<file path="config.mk">
export PLATFORM = sky130hd
export DESIGN_NAME = size_class_buffer_recycler
export DESIGN_NICKNAME = d
export VERILOG_FILES = /design/src/rtl/scbr_pkg.sv /design/src/rtl/size_class_buffer_recycler.sv
export SDC_FILE = /design/constraint.sdc
export NUM_CORES = 2
export LEC_CHECK = 0
export ABC_AREA = 1
export ABC_CLOCK_PERIOD_IN_PS = 4500
export BUFFER_PORTS_ARGS = -buffer_cell sky130_fd_sc_hd__buf_2
export CAP_MARGIN = 20
export CORE_MARGIN = 2
export CORE_UTILIZATION = 26
export CTS_BUF_LIST = sky130_fd_sc_hd__clkbuf_8 sky130_fd_sc_hd__clkbuf_16
export DETAILED_ROUTE_END_ITERATION = 8
export SLEW_MARGIN = 25
export SYNTH_ARGS = -nofsm -noshare
export SYNTH_HDL_FRONTEND = slang
export SYNTH_SLANG_ARGS = --single-unit
</file>
<file path="constraint.sdc">
create_clock -name clock -period 4.5 [get_ports clock]
set_input_delay 0.225 -clock clock [delete_from_list [all_inputs] [get_ports clock]]
set_output_delay 0.225 -clock clock [all_outputs]
set_load 0.1 [all_outputs]
</file>
<file path="src/rtl/scbr_pkg.sv">
package scbr_pkg;

   typedef enum logic [2:0] {
      ST_HIT  = 3'd0,
      ST_NEW  = 3'd1,
      ST_FULL = 3'd2,
      ST_REL  = 3'd3,
      ST_DONE = 3'd4
   } status_type;

   typedef enum logic [1:0] {
      MODE_REQ = 2'd0,
      MODE_EOF = 2'd1,
      MODE_RAL = 2'd2,
      MODE_NOP = 2'd3
   } mode_type;

   typedef enum logic [3:0] {
      S_IDLE,
      S_REQ_RD,
      S_REQ_CHK,
      S_REQ_SHIFT,
      S_REQ_NEW,
      S_EOF_RD,
      S_EOF_CHK,
      S_EOF_ACT,
      S_EOF_KEEP,
      S_RAL,
      S_DONE
   } state_type;

   localparam logic REG_MIN_ALLOC = 1'b0;
   localparam logic REG_MAX_IDLE  = 1'b1;
   localparam logic [31:0] MIN_ALLOC_RESET = 32'd65536;
   localparam logic [7:0]  MAX_IDLE_RESET  = 8'd8;

endpackage

</file>
<file path="src/rtl/size_class_buffer_recycler.sv">
// Buffer pool manager for up to SLOTS buffers.
// Input channel: req_mode / req_request_size are taken when start is high
// and busy is low. Mode 0 requests a buffer, 1 ends a frame, 2 releases all.
// Result channel: rsp_valid is high for a single cycle per result, carrying
// rsp_slot_id, rsp_buffer_bytes, rsp_status and rsp_last; the receiver cannot stall, and
// rsp_last marks the final result of each input item.
// Steps: a request searches the idle list from its head for a buffer that
// fits, then closes the gap left by the hit; a miss instead takes the lowest
// free slot, or reports full when none is free. An end of frame ages the
// idle entries, releasing those that reach max_idle_frames, then moves the
// active list and the kept entries into the idle list; release all walks
// every slot and releases each valid one. Each result leaves through one
// output register; the done result shows in the same cycle in which busy is
// first low, and the next item can be taken at the edge that ends it. Reads
// of the slot size and age memory are registered, and the scan of that
// memory, one entry per step, sets the rate.
// Registers sit on an APB-style port: min_allocation at 0x0, max_idle_frames
// at 0x4; the user must write them only while busy is low (not enforced).
// Reset (synchronous) empties both lists and marks every slot free; no
// clearing pass is needed since all slot data is written before it is read.
module size_class_buffer_recycler
   import scbr_pkg::*;
#(
   parameter int SLOTS = 16
) (
   input  logic        clock,
   input  logic        reset,
   input  logic        start,
   output logic        busy,
   input  logic [1:0]  req_mode,
   input  logic [31:0] req_request_size,
   output logic        rsp_valid,
   output logic [3:0]  rsp_slot_id,
   output logic [32:0] rsp_buffer_bytes,
   output logic [2:0]  rsp_status,
   output logic        rsp_last,
   input  logic        psel,
   input  logic        penable,
   input  logic        pwrite,
   input  logic [2:0]  paddr,
   input  logic [31:0] pwdata,
   output logic [31:0] prdata,
   output logic        pready
);

   localparam int IW = (SLOTS > 1) ? $clog2(SLOTS) : 1;
   localparam int CW = $clog2(SLOTS + 1);

   // configuration registers
   logic [31:0] min_alloc_ff;
   logic [7:0]  max_idle_ff;
   logic        csr_wr;
   assign pready = 1'b1;
   assign csr_wr = psel && penable && pwrite;
   always_ff @(posedge clock) begin
      if (reset) begin
         min_alloc_ff <= MIN_ALLOC_RESET;
         max_idle_ff  <= MAX_IDLE_RESET;
      end else if (csr_wr && paddr[1:0] == 2'b00) begin
         if (paddr[2] == REG_MIN_ALLOC) min_alloc_ff <= pwdata;
         else max_idle_ff <= pwdata[7:0];
      end
   end
   always_comb begin
      if (paddr[2] == REG_MIN_ALLOC) prdata = min_alloc_ff;
      else prdata = {24'd0, max_idle_ff};
   end

   // slot memory: size and idle frame count; one write, one read port
   logic [40:0]   slot_mem [SLOTS];
   logic [IW-1:0] mem_raddr;
   logic [40:0]   mem_rdata_ff;
   logic          mem_we;
   logic [IW-1:0] mem_waddr;
   logic [40:0]   mem_wdata;
   always_ff @(posedge clock) begin
      if (mem_we) slot_mem[mem_waddr] <= mem_wdata;
      mem_rdata_ff <= slot_mem[mem_raddr];
   end

   // list memories (small, read combinationally, one write port each)
   logic [IW-1:0] idle_mem [SLOTS];
   logic [IW-1:0] act_mem  [SLOTS];
   logic [IW-1:0] keep_mem [SLOTS];

   logic [SLOTS-1:0] valid_ff, valid_in;
   logic [CW-1:0] idle_len_ff, idle_len_in, act_len_ff, act_len_in;
   logic [CW-1:0] idx_ff, idx_in, nkeep_ff, nkeep_in, n_ff, n_in;
   logic [31:0]   want_ff, want_in;
   state_type     state_ff, state_in;
   logic [IW-1:0] cur_ff, cur_in;

   // list write strobes
   logic          idle_we, act_we, keep_we;
   logic [IW-1:0] idle_wa, act_wa, keep_wa, idle_wd, act_wd, keep_wd;
   always_ff @(posedge clock) begin
      if (idle_we) idle_mem[idle_wa] <= idle_wd;
      if (act_we)  act_mem[act_wa]   <= act_wd;
      if (keep_we) keep_mem[keep_wa] <= keep_wd;
   end

   // output register
   logic          o_v_ff, o_v_in, o_last_ff, o_last_in;
   logic [3:0]    o_id_ff, o_id_in;
   logic [32:0]   o_by_ff, o_by_in;
   status_type    o_st_ff, o_st_in;

   // fit check and new size
   logic [32:0] have, want33, msz;
   logic        fit;
   logic [34:0] want5;
   logic [32:0] newsz;
   logic [7:0]  age;
   assign have   = mem_rdata_ff[32:0];
   assign want33 = {1'b0, want_ff};
   assign msz    = {1'b0, min_alloc_ff};
   assign fit    = (have == msz && want33 <= msz) ||
                   (have >= want33 && have < {want_ff, 1'b0});
   assign want5  = {3'd0, want_ff} + {1'b0, want_ff, 2'b00};
   assign newsz  = (want5[34:2] < msz) ? msz : want5[34:2];
   assign age    = (mem_rdata_ff[40:33] == 8'hFF) ? 8'hFF : mem_rdata_ff[40:33] + 8'd1;

   logic [IW-1:0] idx_i;
   assign idx_i  = idx_ff[IW-1:0];

   always_comb begin
      state_in = state_ff; idx_in = idx_ff; want_in = want_ff; cur_in = cur_ff;
      valid_in = valid_ff; idle_len_in = idle_len_ff; act_len_in = act_len_ff;
      nkeep_in = nkeep_ff; n_in = n_ff;
      o_v_in = 1'b0; o_last_in = 1'b0; o_id_in = '0; o_by_in = '0; o_st_in = ST_DONE;
      mem_raddr = idle_mem[idx_i]; mem_we = 1'b0; mem_waddr = cur_ff; mem_wdata = '0;
      idle_we = 1'b0; idle_wa = idx_i; idle_wd = '0;
      act_we = 1'b0; act_wa = act_len_ff[IW-1:0]; act_wd = cur_ff;
      keep_we = 1'b0; keep_wa = nkeep_ff[IW-1:0]; keep_wd = cur_ff;
      case (state_ff)
         S_IDLE: begin
            idx_in = '0;
            if (start) begin
               want_in = req_request_size;
               nkeep_in = '0; n_in = '0;
               case (mode_type'(req_mode))
                  MODE_REQ: state_in = S_REQ_RD;
                  MODE_EOF: state_in = S_EOF_RD;
                  MODE_RAL: state_in = S_RAL;
                  default:  state_in = S_DONE;
               endcase
            end
         end
         // read the idle entry at idx
         S_REQ_RD: begin
            mem_raddr = idle_mem[idx_i];
            cur_in = idle_mem[idx_i];
            if (idx_ff >= idle_len_ff) begin
               idx_in = '0; state_in = S_REQ_NEW;
            end else state_in = S_REQ_CHK;
         end
         S_REQ_CHK: begin
            if (fit) begin
               o_v_in = 1'b1; o_last_in = 1'b1; o_id_in = 4'(cur_ff);
               o_by_in = have; o_st_in = ST_HIT;
               mem_we = 1'b1; mem_wdata = {8'd0, have};
               act_we = (act_len_ff < CW'(SLOTS));
               act_len_in = act_we ? act_len_ff + 1'b1 : act_len_ff;
               state_in = S_REQ_SHIFT;
            end else begin
               idx_in = idx_ff + 1'b1; state_in = S_REQ_RD;
            end
         end
         // close the gap in the idle list
         S_REQ_SHIFT: begin
            if (idx_ff + 1'b1 < idle_len_ff) begin
               idle_we = 1'b1; idle_wd = idle_mem[IW'(idx_ff + 1'b1)];
               idx_in = idx_ff + 1'b1;
            end else begin
               idle_len_in = idle_len_ff - 1'b1; state_in = S_IDLE;
            end
         end
         // lowest free slot
         S_REQ_NEW: begin
            if (idx_ff >= CW'(SLOTS)) begin
               o_v_in = 1'b1; o_last_in = 1'b1; o_st_in = ST_FULL; state_in = S_IDLE;
            end else if (!valid_ff[idx_i]) begin
               valid_in[idx_i] = 1'b1;
               mem_we = 1'b1; mem_waddr = idx_i; mem_wdata = {8'd0, newsz};
               act_wd = idx_i;
               act_we = (act_len_ff < CW'(SLOTS));
               act_len_in = act_we ? act_len_ff + 1'b1 : act_len_ff;
               o_v_in = 1'b1; o_last_in = 1'b1; o_id_in = 4'(idx_i);
               o_by_in = newsz; o_st_in = ST_NEW; state_in = S_IDLE;
            end else idx_in = idx_ff + 1'b1;
         end
         // age idle buffers
         S_EOF_RD: begin
            mem_raddr = idle_mem[idx_i];
            cur_in = idle_mem[idx_i];
            if (idx_ff >= idle_len_ff) begin
               idx_in = '0; state_in = S_EOF_ACT;
            end else state_in = S_EOF_CHK;
         end
         S_EOF_CHK: begin
            mem_we = 1'b1; mem_wdata = {age, have};
            if (age >= max_idle_ff) begin
               valid_in[cur_ff] = 1'b0;
               o_v_in = 1'b1; o_id_in = 4'(cur_ff); o_by_in = have; o_st_in = ST_REL;
            end else begin
               keep_we = 1'b1; nkeep_in = nkeep_ff + 1'b1;
            end
            idx_in = idx_ff + 1'b1; state_in = S_EOF_RD;
         end
         // active list to the head of the idle list; counts are zero since acquisition
         S_EOF_ACT: begin
            if (idx_ff < act_len_ff) begin
               idle_we = 1'b1; idle_wa = n_ff[IW-1:0]; idle_wd = act_mem[idx_i];
               n_in = n_ff + 1'b1; idx_in = idx_ff + 1'b1;
            end else begin
               idx_in = '0; state_in = S_EOF_KEEP;
            end
         end
         S_EOF_KEEP: begin
            if (idx_ff < nkeep_ff && n_ff < CW'(SLOTS)) begin
               idle_we = 1'b1; idle_wa = n_ff[IW-1:0]; idle_wd = keep_mem[idx_i];
               n_in = n_ff + 1'b1; idx_in = idx_ff + 1'b1;
            end else begin
               idle_len_in = n_ff; act_len_in = '0; state_in = S_DONE;
            end
         end
         // release every valid slot, each after its size has been read
         S_RAL: begin
            mem_raddr = idx_i;
            cur_in = idx_i;
            if (idx_ff >= CW'(SLOTS)) begin
               idle_len_in = '0; act_len_in = '0; state_in = S_DONE;
            end else if (valid_ff[idx_i]) begin
               idx_in = idx_ff;
               if (n_ff == CW'(1)) begin
                  n_in = '0; valid_in[idx_i] = 1'b0;
                  o_v_in = 1'b1; o_id_in = 4'(idx_i); o_by_in = have; o_st_in = ST_REL;
                  idx_in = idx_ff + 1'b1;
               end else n_in = CW'(1);
            end else idx_in = idx_ff + 1'b1;
         end
         S_DONE: begin
            o_v_in = 1'b1; o_last_in = 1'b1; o_st_in = ST_DONE; state_in = S_IDLE;
         end
         default: state_in = S_IDLE;
      endcase
   end

   always_ff @(posedge clock) begin
      if (reset) begin
         state_ff <= S_IDLE; valid_ff <= '0; idle_len_ff <= '0; act_len_ff <= '0;
         o_v_ff <= 1'b0; idx_ff <= '0; nkeep_ff <= '0; n_ff <= '0;
      end else begin
         state_ff <= state_in; valid_ff <= valid_in; idle_len_ff <= idle_len_in;
         act_len_ff <= act_len_in; o_v_ff <= o_v_in; idx_ff <= idx_in;
         nkeep_ff <= nkeep_in; n_ff <= n_in;
      end
      want_ff <= want_in; cur_ff <= cur_in;
      o_last_ff <= o_last_in; o_id_ff <= o_id_in; o_by_ff <= o_by_in; o_st_ff <= o_st_in;
   end

   assign busy = (state_ff != S_IDLE);
   assign rsp_valid = o_v_ff;
   assign rsp_last = o_last_ff;
   assign rsp_slot_id = o_id_ff;
   assign rsp_buffer_bytes = o_by_ff;
   assign rsp_status = o_st_ff;

`ifndef SYNTH
   a_len: assert property (@(posedge clock) disable iff (reset)
      idle_len_ff <= CW'(SLOTS) && act_len_ff <= CW'(SLOTS))
      else $error("list length out of range");
   a_last: assert property (@(posedge clock) disable iff (reset)
      o_v_ff && o_last_ff |=> state_ff == S_IDLE || $past(state_ff) != S_DONE)
      else $error("done without return to idle");
   a_busy: assert property (@(posedge clock) disable iff (reset)
      start && !busy |=> busy)
      else $error("accepted item did not raise busy");
`endif

endmodule
</file>
# Word level (Yosys, flattened, before mapping)
# Memories as Yosys holds them, arrays and structs flattened. A register that Yosys moved wholly into a read port is not among the register bits.
# Index checks and enable logic that the tools add are counted.
# word_totals
regBits,163
ram_bits,848
in_bits,75
memories,4
# mem_list
name,depth,word_bits,rd,rd_clocked_by_memory_dff,wr,line,rtl
slot_mem,16,41,1,1,1,size_class_buffer_recycler.sv:70,logic [40:0] slot_mem [SLOTS];
act_mem,16,4,1,1,1,size_class_buffer_recycler.sv:83,logic [IW-1:0] act_mem [SLOTS];
idle_mem,16,4,2,1,1,size_class_buffer_recycler.sv:82,logic [IW-1:0] idle_mem [SLOTS];
keep_mem,16,4,1,1,1,size_class_buffer_recycler.sv:84,logic [IW-1:0] keep_mem [SLOTS];
# classes
n_addsub,7
magnitude_cmp,16
n_eq_ne,36
mux,133
n_bitwise,6
reduce_logical,31
# op_table
operator,count
$mux W33,11
$pmux W33 S4,1
$pmux W41 S3,1
$mux W5,24
$mux W4,29
$mux W16,6
$pmux W16 S3,1
$pmux W5 S9,1
$pmux W4 S10,1
$pmux W5 S4,2
$ne A2 B2 Y1 const B,18
$add A32 B34 Y35,1
$eq A33 B32 Y1,1
$ge A33 B32 Y1,1
$lt A33 B32 Y1,1
$lt A33 B33 Y1,1
$and A16 B16 Y16,2
$le A32 B32 Y1,1
$mux W32,1
$not A16 Y16,2
$mux W1,29
$mux W3,8
$pmux W4 S3,2
$add A5 B1 Y5 const B,4
other kinds (48),80

# Longest topological paths before layout
# logic_depth
ltp_word,10
ltp_mapped,33
mapped_depth_nobuf,32

# Least setup slack after synthesis
# Ideal clock, no wire load.
# synth_timing
kind,register to register
startpoint,reg want_ff[31]
endpoint,"mem slot_mem[0][0], enable pin"
t_arrival_ns,3.811
required_time_ns,4.061
path_slack_ns,0.249
path_stages_with_launch,17
path_buffers,1
cell_sequence,edfxtp_1 > inv_1 > ha_1 > inv_1 > nor2_1 > inv_1 > nor2_1 > nand2_1 > or2_2 > nand3_1 > nand3_1 > nand2_1 > nand2_1 > buf_2 > nand3_1 > nand3_2 > nor2_1
# synth_via
elab_chain_len,7
word_cells_on_any_way,10
# synth_lines
item,line,rtl
"start, declared",size_class_buffer_recycler.sv:89,"logic [31:0] want_ff, want_in;"
"start signal, assigned",size_class_buffer_recycler.sv:258,want_ff <= want_in; cur_ff <= cur_in;
"$ge A33 B32 Y1, or another cell as far along",size_class_buffer_recycler.sv:118,"(have >= want33 && have < {want_ff, 1'b0});"
"$logic_and A1 B1 Y1, on equally long branches","size_class_buffer_recycler.sv:118, size_class_buffer_recycler.sv:117",
$logic_or A1 B1 Y1 *,size_class_buffer_recycler.sv:117,assign fit = (have == msz && want33 <= msz) ||
$mux W1 *,size_class_buffer_recycler.sv:158,if (fit) begin
$pmux W1 S3 *,size_class_buffer_recycler.sv:135,case (state_ff)
$mux W1 *,size_class_buffer_recycler.sv:77,if (mem_we) slot_mem[mem_waddr] <= mem_wdata;
$mux W1 (not written as such) *,size_class_buffer_recycler.sv:77,
"end, declared",size_class_buffer_recycler.sv:70,
# Mark *: on every way between the ends. The rest lies on a longest branch, timed or not.

# Worst setup path in the final report
# layout_timing
startpoint,reg want_ff[5]
endpoint,mem slot_mem[11][8] (data pin)
# layout_via
elab_chain_len,6
word_cells_on_any_way,13
# layout_lines
item,line,rtl
$add A32 B34 Y35,size_class_buffer_recycler.sv:119,"assign want5 = {3'd0, want_ff} + {1'b0, want_ff, 2'b00};"
$lt A33 B32 Y1,size_class_buffer_recycler.sv:120,assign newsz = (want5[34:2] < msz) ? msz : want5[34:2];
$mux W33,size_class_buffer_recycler.sv:120,
$mux W33,size_class_buffer_recycler.sv:182,end else if (!valid_ff[idx_i]) begin
$mux W33,size_class_buffer_recycler.sv:180,if (idx_ff >= CW'(SLOTS)) begin
$pmux W41 S3 *,size_class_buffer_recycler.sv:135,
named net mem_wdata[8],size_class_buffer_recycler.sv:75,logic [40:0] mem_wdata;
# The timed path passes the listed nets; every way through them passes the cells marked *.

==> out/results.ini <==
[floorplan]
num_io_pins=151
number_of_standard_cell_rows_in_the_floorplan=163
floorplan.core_area_mm2=0.198
fp.dieW_um=450
die_y_um=450
initial_utilization_pct=26.2
dieArea_mm2=0.203

[worst_setup_path]
critical_path_most_common_cell=sky130_fd_sc_hd__nand2_1
timing_worst_setup_path_type=flop to flop
cpMaxStageDelayCell=sky130_fd_sc_hd__edfxtp_1
cp_slowest_stage_delay_ns=0.47
crit_required_ns=4.98
crit_fanout=8
beginning_of_the_worst_register_to_register_path=want_ff[5]
rrSetupSlack_ns=0.16
worst_setup_path_end_kind=flop
startpoint_type=flop
crit-reg2reg-capture=slot_mem[11][8]
worst_ep_arrival_time_ns=4.83
rr_worst_depth=29
setup.worst_path.start=want_ff[5]

[finish]
fin_util_pct=31.5
final_common_cell=sky130_fd_sc_hd__nand2_1
drive_gt1_share_pct=12.2
design.final.nets=6254
area_growth_syn_to_layout_pct=20.2
layout.cells.most_common_list=sky130_fd_sc_hd__nand2_1 (1487), sky130_fd_sc_hd__edfxtp_1 (884), sky130_fd_sc_hd__inv_1 (810), sky130_fd_sc_hd__nand3_1 (730), sky130_fd_sc_hd__nor2_1 (270)
fillerInstances=20200

[sta]
max_freq_mhz=230
finalSetupViolations=0
worst_slack_ns=0.158
report.final.slew_viol_count=0
skew_ns=0.0477
worst_slew_pin_slew_ns=0.971
finalHoldViolations=0
relSlewSlack_pct=34.9
final.period_utilization_pct=96.5
min_period_ns=4.34

[clocking]
clk_pin_slew_ns=0.07
cts_buffers=100
clk_root_buffer_cell=sky130_fd_sc_hd__clkbuf_16
clkSinkCount=1056
tritoncts=built
clock_tree_buf_depth=3
clock_latency_ns=0.75
cts.htree.levels=3

[power]
ir_drop_mv=0.479
p_sw_share_pct=42.7
cellInternalPower_mw=22.6
power.clock.fraction_pct=22.1
sequentialPowerShare_pct=33.1
power.switching_mw=16.9
pwr_density_cell_mw_per_mm2=635
combinationalPowerShare_pct=44.9
power.static_leakage_nw=26.2

[global_route]
grt_pass1_vias=38400
met1_usage_pct=20.9
grt_most_used_layer=met2
globalRouteMet2Util_pct=25.0
grt_use_total_pct=15.5
gr-total-overflow=0
wire_length_of_the_first_global_routing_pass_um=242000
antenna_violations_before_repair=5
grt_util_met3_pct=2.39
pin_count_of_the_biggest_net_entering_global_routing=110

[route]
ant_nets=0
detailroute.via_count=41200
drtPass1Iterations=6
detailedRoute.firstIterationViolations=4320
route.detailed.vias_per_inst=4.73
drcViolationCount=0
detail_route.wl_per_cell_um=18.7
finalWirelength_um=163000

[logic_synthesis]
synth_largest_type_area_fraction_pct=51.3
netlist.top_cell.by_area=sky130_fd_sc_hd__edfxtp_1
synthArstFlopShare_pct=0
syn_avg_cell_area_um2=9.21
gate_count_after_technology_mapping=5619
ys_ff_latch=1056
postSynthNetCount=5893
yosys_warnings=0
cells_taking_the_most_area_after_synthesis=sky130_fd_sc_hd__edfxtp_1 (51%), sky130_fd_sc_hd__nand2_1 (11%), sky130_fd_sc_hd__nand3_1 (7.2%)
mapped_cell_area_mm2=0.0517
synth-seq-area-share_pct=58.0
netlist-cell-type-count=55
number_of_synthesized_flops_with_an_enable_pin=884
synth-main-ff-cell=sky130_fd_sc_hd__edfxtp_1

[worst_hold_path]
holdCritPathClass=primary input to flop
worstHoldPathCells=4
worst_hold_path.endpoint=max_idle_ff[2]
worstHoldStart=paddr[1]

[placement]
io_buffer_count=149
dp.final_hpwl_um=105000
finalWeightedCongestion=0.979
pre_cts_ws_ns=-0.0955

[flow_run]
cap_viol_max_count=0

[status]
outcome=complete, no violations

area by class of cell:
cell class                 count  area, um^2  share of cell area [%]
antenna                        1        2.50                 0.00402
clock buffer                 111        2680                    4.30
timing repair buffer         501        4340                    6.98
sequential                  1056       30000                    48.2
clock inverter                78         686                    1.10
tap                         2640        3300                    5.31
multi-input combinational   3507       18100                    29.2
inverter                     814        3060                    4.92
power by group through the flow:
stage               combinational [mW]  sequential (mW)  clock (mW)
CTS                               16.9             13.0        8.84
detailed placement                16.7             13.2           0
global placement                  16.5             13.2           0
global route                      19.5             13.1        9.24
finish                            17.7             13.1        8.72
floorplan                         10.1             13.6           0
timing repair:
action,4_1_cts,5_1_grt
endpoints found under the setup margin,482,848
endpoints found under the hold margin,93,0
resized for setup,4,101
hold buffers,71,0
pin swaps,2,22
cloned,0,3
buffers inserted,0,14
registers in the layout, indices dropped and copies added (netlist names), 8 cells and up, named ones only:
| signal | flops |
|---|---|
| act_mem | 64 |
| slot_mem | 656 |
| valid_ff | 16 |
| idle_mem | 64 |
| min_alloc_ff | 32 |
| want_ff | 32 |
| max_idle_ff | 8 |
| mem_rdata_ff | 41 |
| rsp_buffer_bytes | 33 |
| keep_mem | 64 |
Yosys cell counts, types with 3 or more instances:
library cell / count
sky130_fd_sc_hd__o21ai_2: 3
sky130_fd_sc_hd__inv_2: 20
sky130_fd_sc_hd__buf_2: 142
sky130_fd_sc_hd__clkbuf_1: 64
sky130_fd_sc_hd__a21o_1: 6
sky130_fd_sc_hd__nand4_1: 29
sky130_fd_sc_hd__o21ai_0: 181
sky130_fd_sc_hd__o31ai_1: 3
sky130_fd_sc_hd__buf_4: 17
sky130_fd_sc_hd__o311ai_0: 6
sky130_fd_sc_hd__a21oi_1: 274
sky130_fd_sc_hd__nand3_1: 742
sky130_fd_sc_hd__ha_1: 198
sky130_fd_sc_hd__a32o_1: 7
sky130_fd_sc_hd__xor2_1: 32
sky130_fd_sc_hd__buf_6: 6
sky130_fd_sc_hd__inv_1: 791
sky130_fd_sc_hd__a211oi_1: 11
sky130_fd_sc_hd__nand3_2: 5
sky130_fd_sc_hd__nand2_1: 1502
sky130_fd_sc_hd__o22ai_1: 11
sky130_fd_sc_hd__nor3_1: 25
sky130_fd_sc_hd__a21oi_2: 5
sky130_fd_sc_hd__or2_2: 7
sky130_fd_sc_hd__o211ai_1: 20
sky130_fd_sc_hd__o221ai_1: 3
sky130_fd_sc_hd__a31oi_1: 27
sky130_fd_sc_hd__nand2_2: 7
sky130_fd_sc_hd__a22oi_1: 13
sky130_fd_sc_hd__a221oi_1: 11
sky130_fd_sc_hd__o21ai_1: 23
sky130_fd_sc_hd__buf_1: 12
sky130_fd_sc_hd__o2111ai_1: 3
sky130_fd_sc_hd__nor2_2: 10
sky130_fd_sc_hd__o21a_1: 9
sky130_fd_sc_hd__nor2_1: 293
sky130_fd_sc_hd__dfxtp_1: 172
sky130_fd_sc_hd__nor4_1: 8
sky130_fd_sc_hd__edfxtp_1: 884
sky130_fd_sc_hd__xnor2_1: 11
sky130_fd_sc_hd__a311oi_1: 4
sky130_fd_sc_hd__a221o_1: 3
sky130_fd_sc_hd__clkinv_1: 3
kinds of logic (layout without fill, tap and decap cells):
| logic type | after synthesis | in the layout | synth area share (%) |
|---|---|---|---|
| simple gates | 2633 | 2633 | 21.4 |
| compound gates | 631 | 631 | 6.91 |
| flops | 1056 | 1056 | 58.0 |
| buf+inv | 1056 | 1504 | 8.22 |
| other cells | 1 | 2 | 0.00725 |
| fa+ha+maj | 199 | 199 | 4.83 |
| xor+xnor | 43 | 43 | 0.728 |
per-stage QoR:
| step | setup TNS, ns | total power, mW | hold slack (ns) | cell area (um^2) | cells |
|---|---|---|---|---|---|
| 6_report | 0 | 39.5 | 0.171 | 62200 | 8708 |
| 5_1_grt | -22.34 | 41.8 | 0.183 | 62200 | 8708 |
| 4_1_cts | 0 | 38.7 | 0.107 | 61500 | 8690 |
| 3_5_place_dp | -8.14 | 29.9 | 0.404 | 57400 | 8430 |
| 3_3_place_gp | -34.21 | 29.7 | 0.402 | 57400 | 8430 |
| 2_1_floorplan | 0 | 23.7 | 0.324 | 51700 | 5619 |
per-layer routing:
| layer | up-vias | wire length, um | share of wire [%] |
|---|---|---|---|
| li1 | 19500 | - | - |
| met1 | 19700 | 68900 | 42 |
| met2 | 1727 | 75200 | 46 |
| met3 | 346 | 12300 | 7.5 |
| met4 | 2 | 6430 | 3.9 |
| met5 | - | 11 | 0.0068 |
worst max path at each step:
stage,to
floorplan,slot_mem[0][0]
global placement,slot_mem[6][26]
detailed placement,slot_mem[0][26]
CTS,slot_mem[9][26]
global route,slot_mem[1][0]
finish,slot_mem[11][8]
critical path: cells and delay by family (launching register included):
family	cells	cell delay [ns]
flops	1	0.47
simple gates	18	1.67
fa+ha+maj	2	0.59
compound gates	4	0.64
buf+inv	5	0.70
No activity file was read; power rests on OpenSTA's default activity.
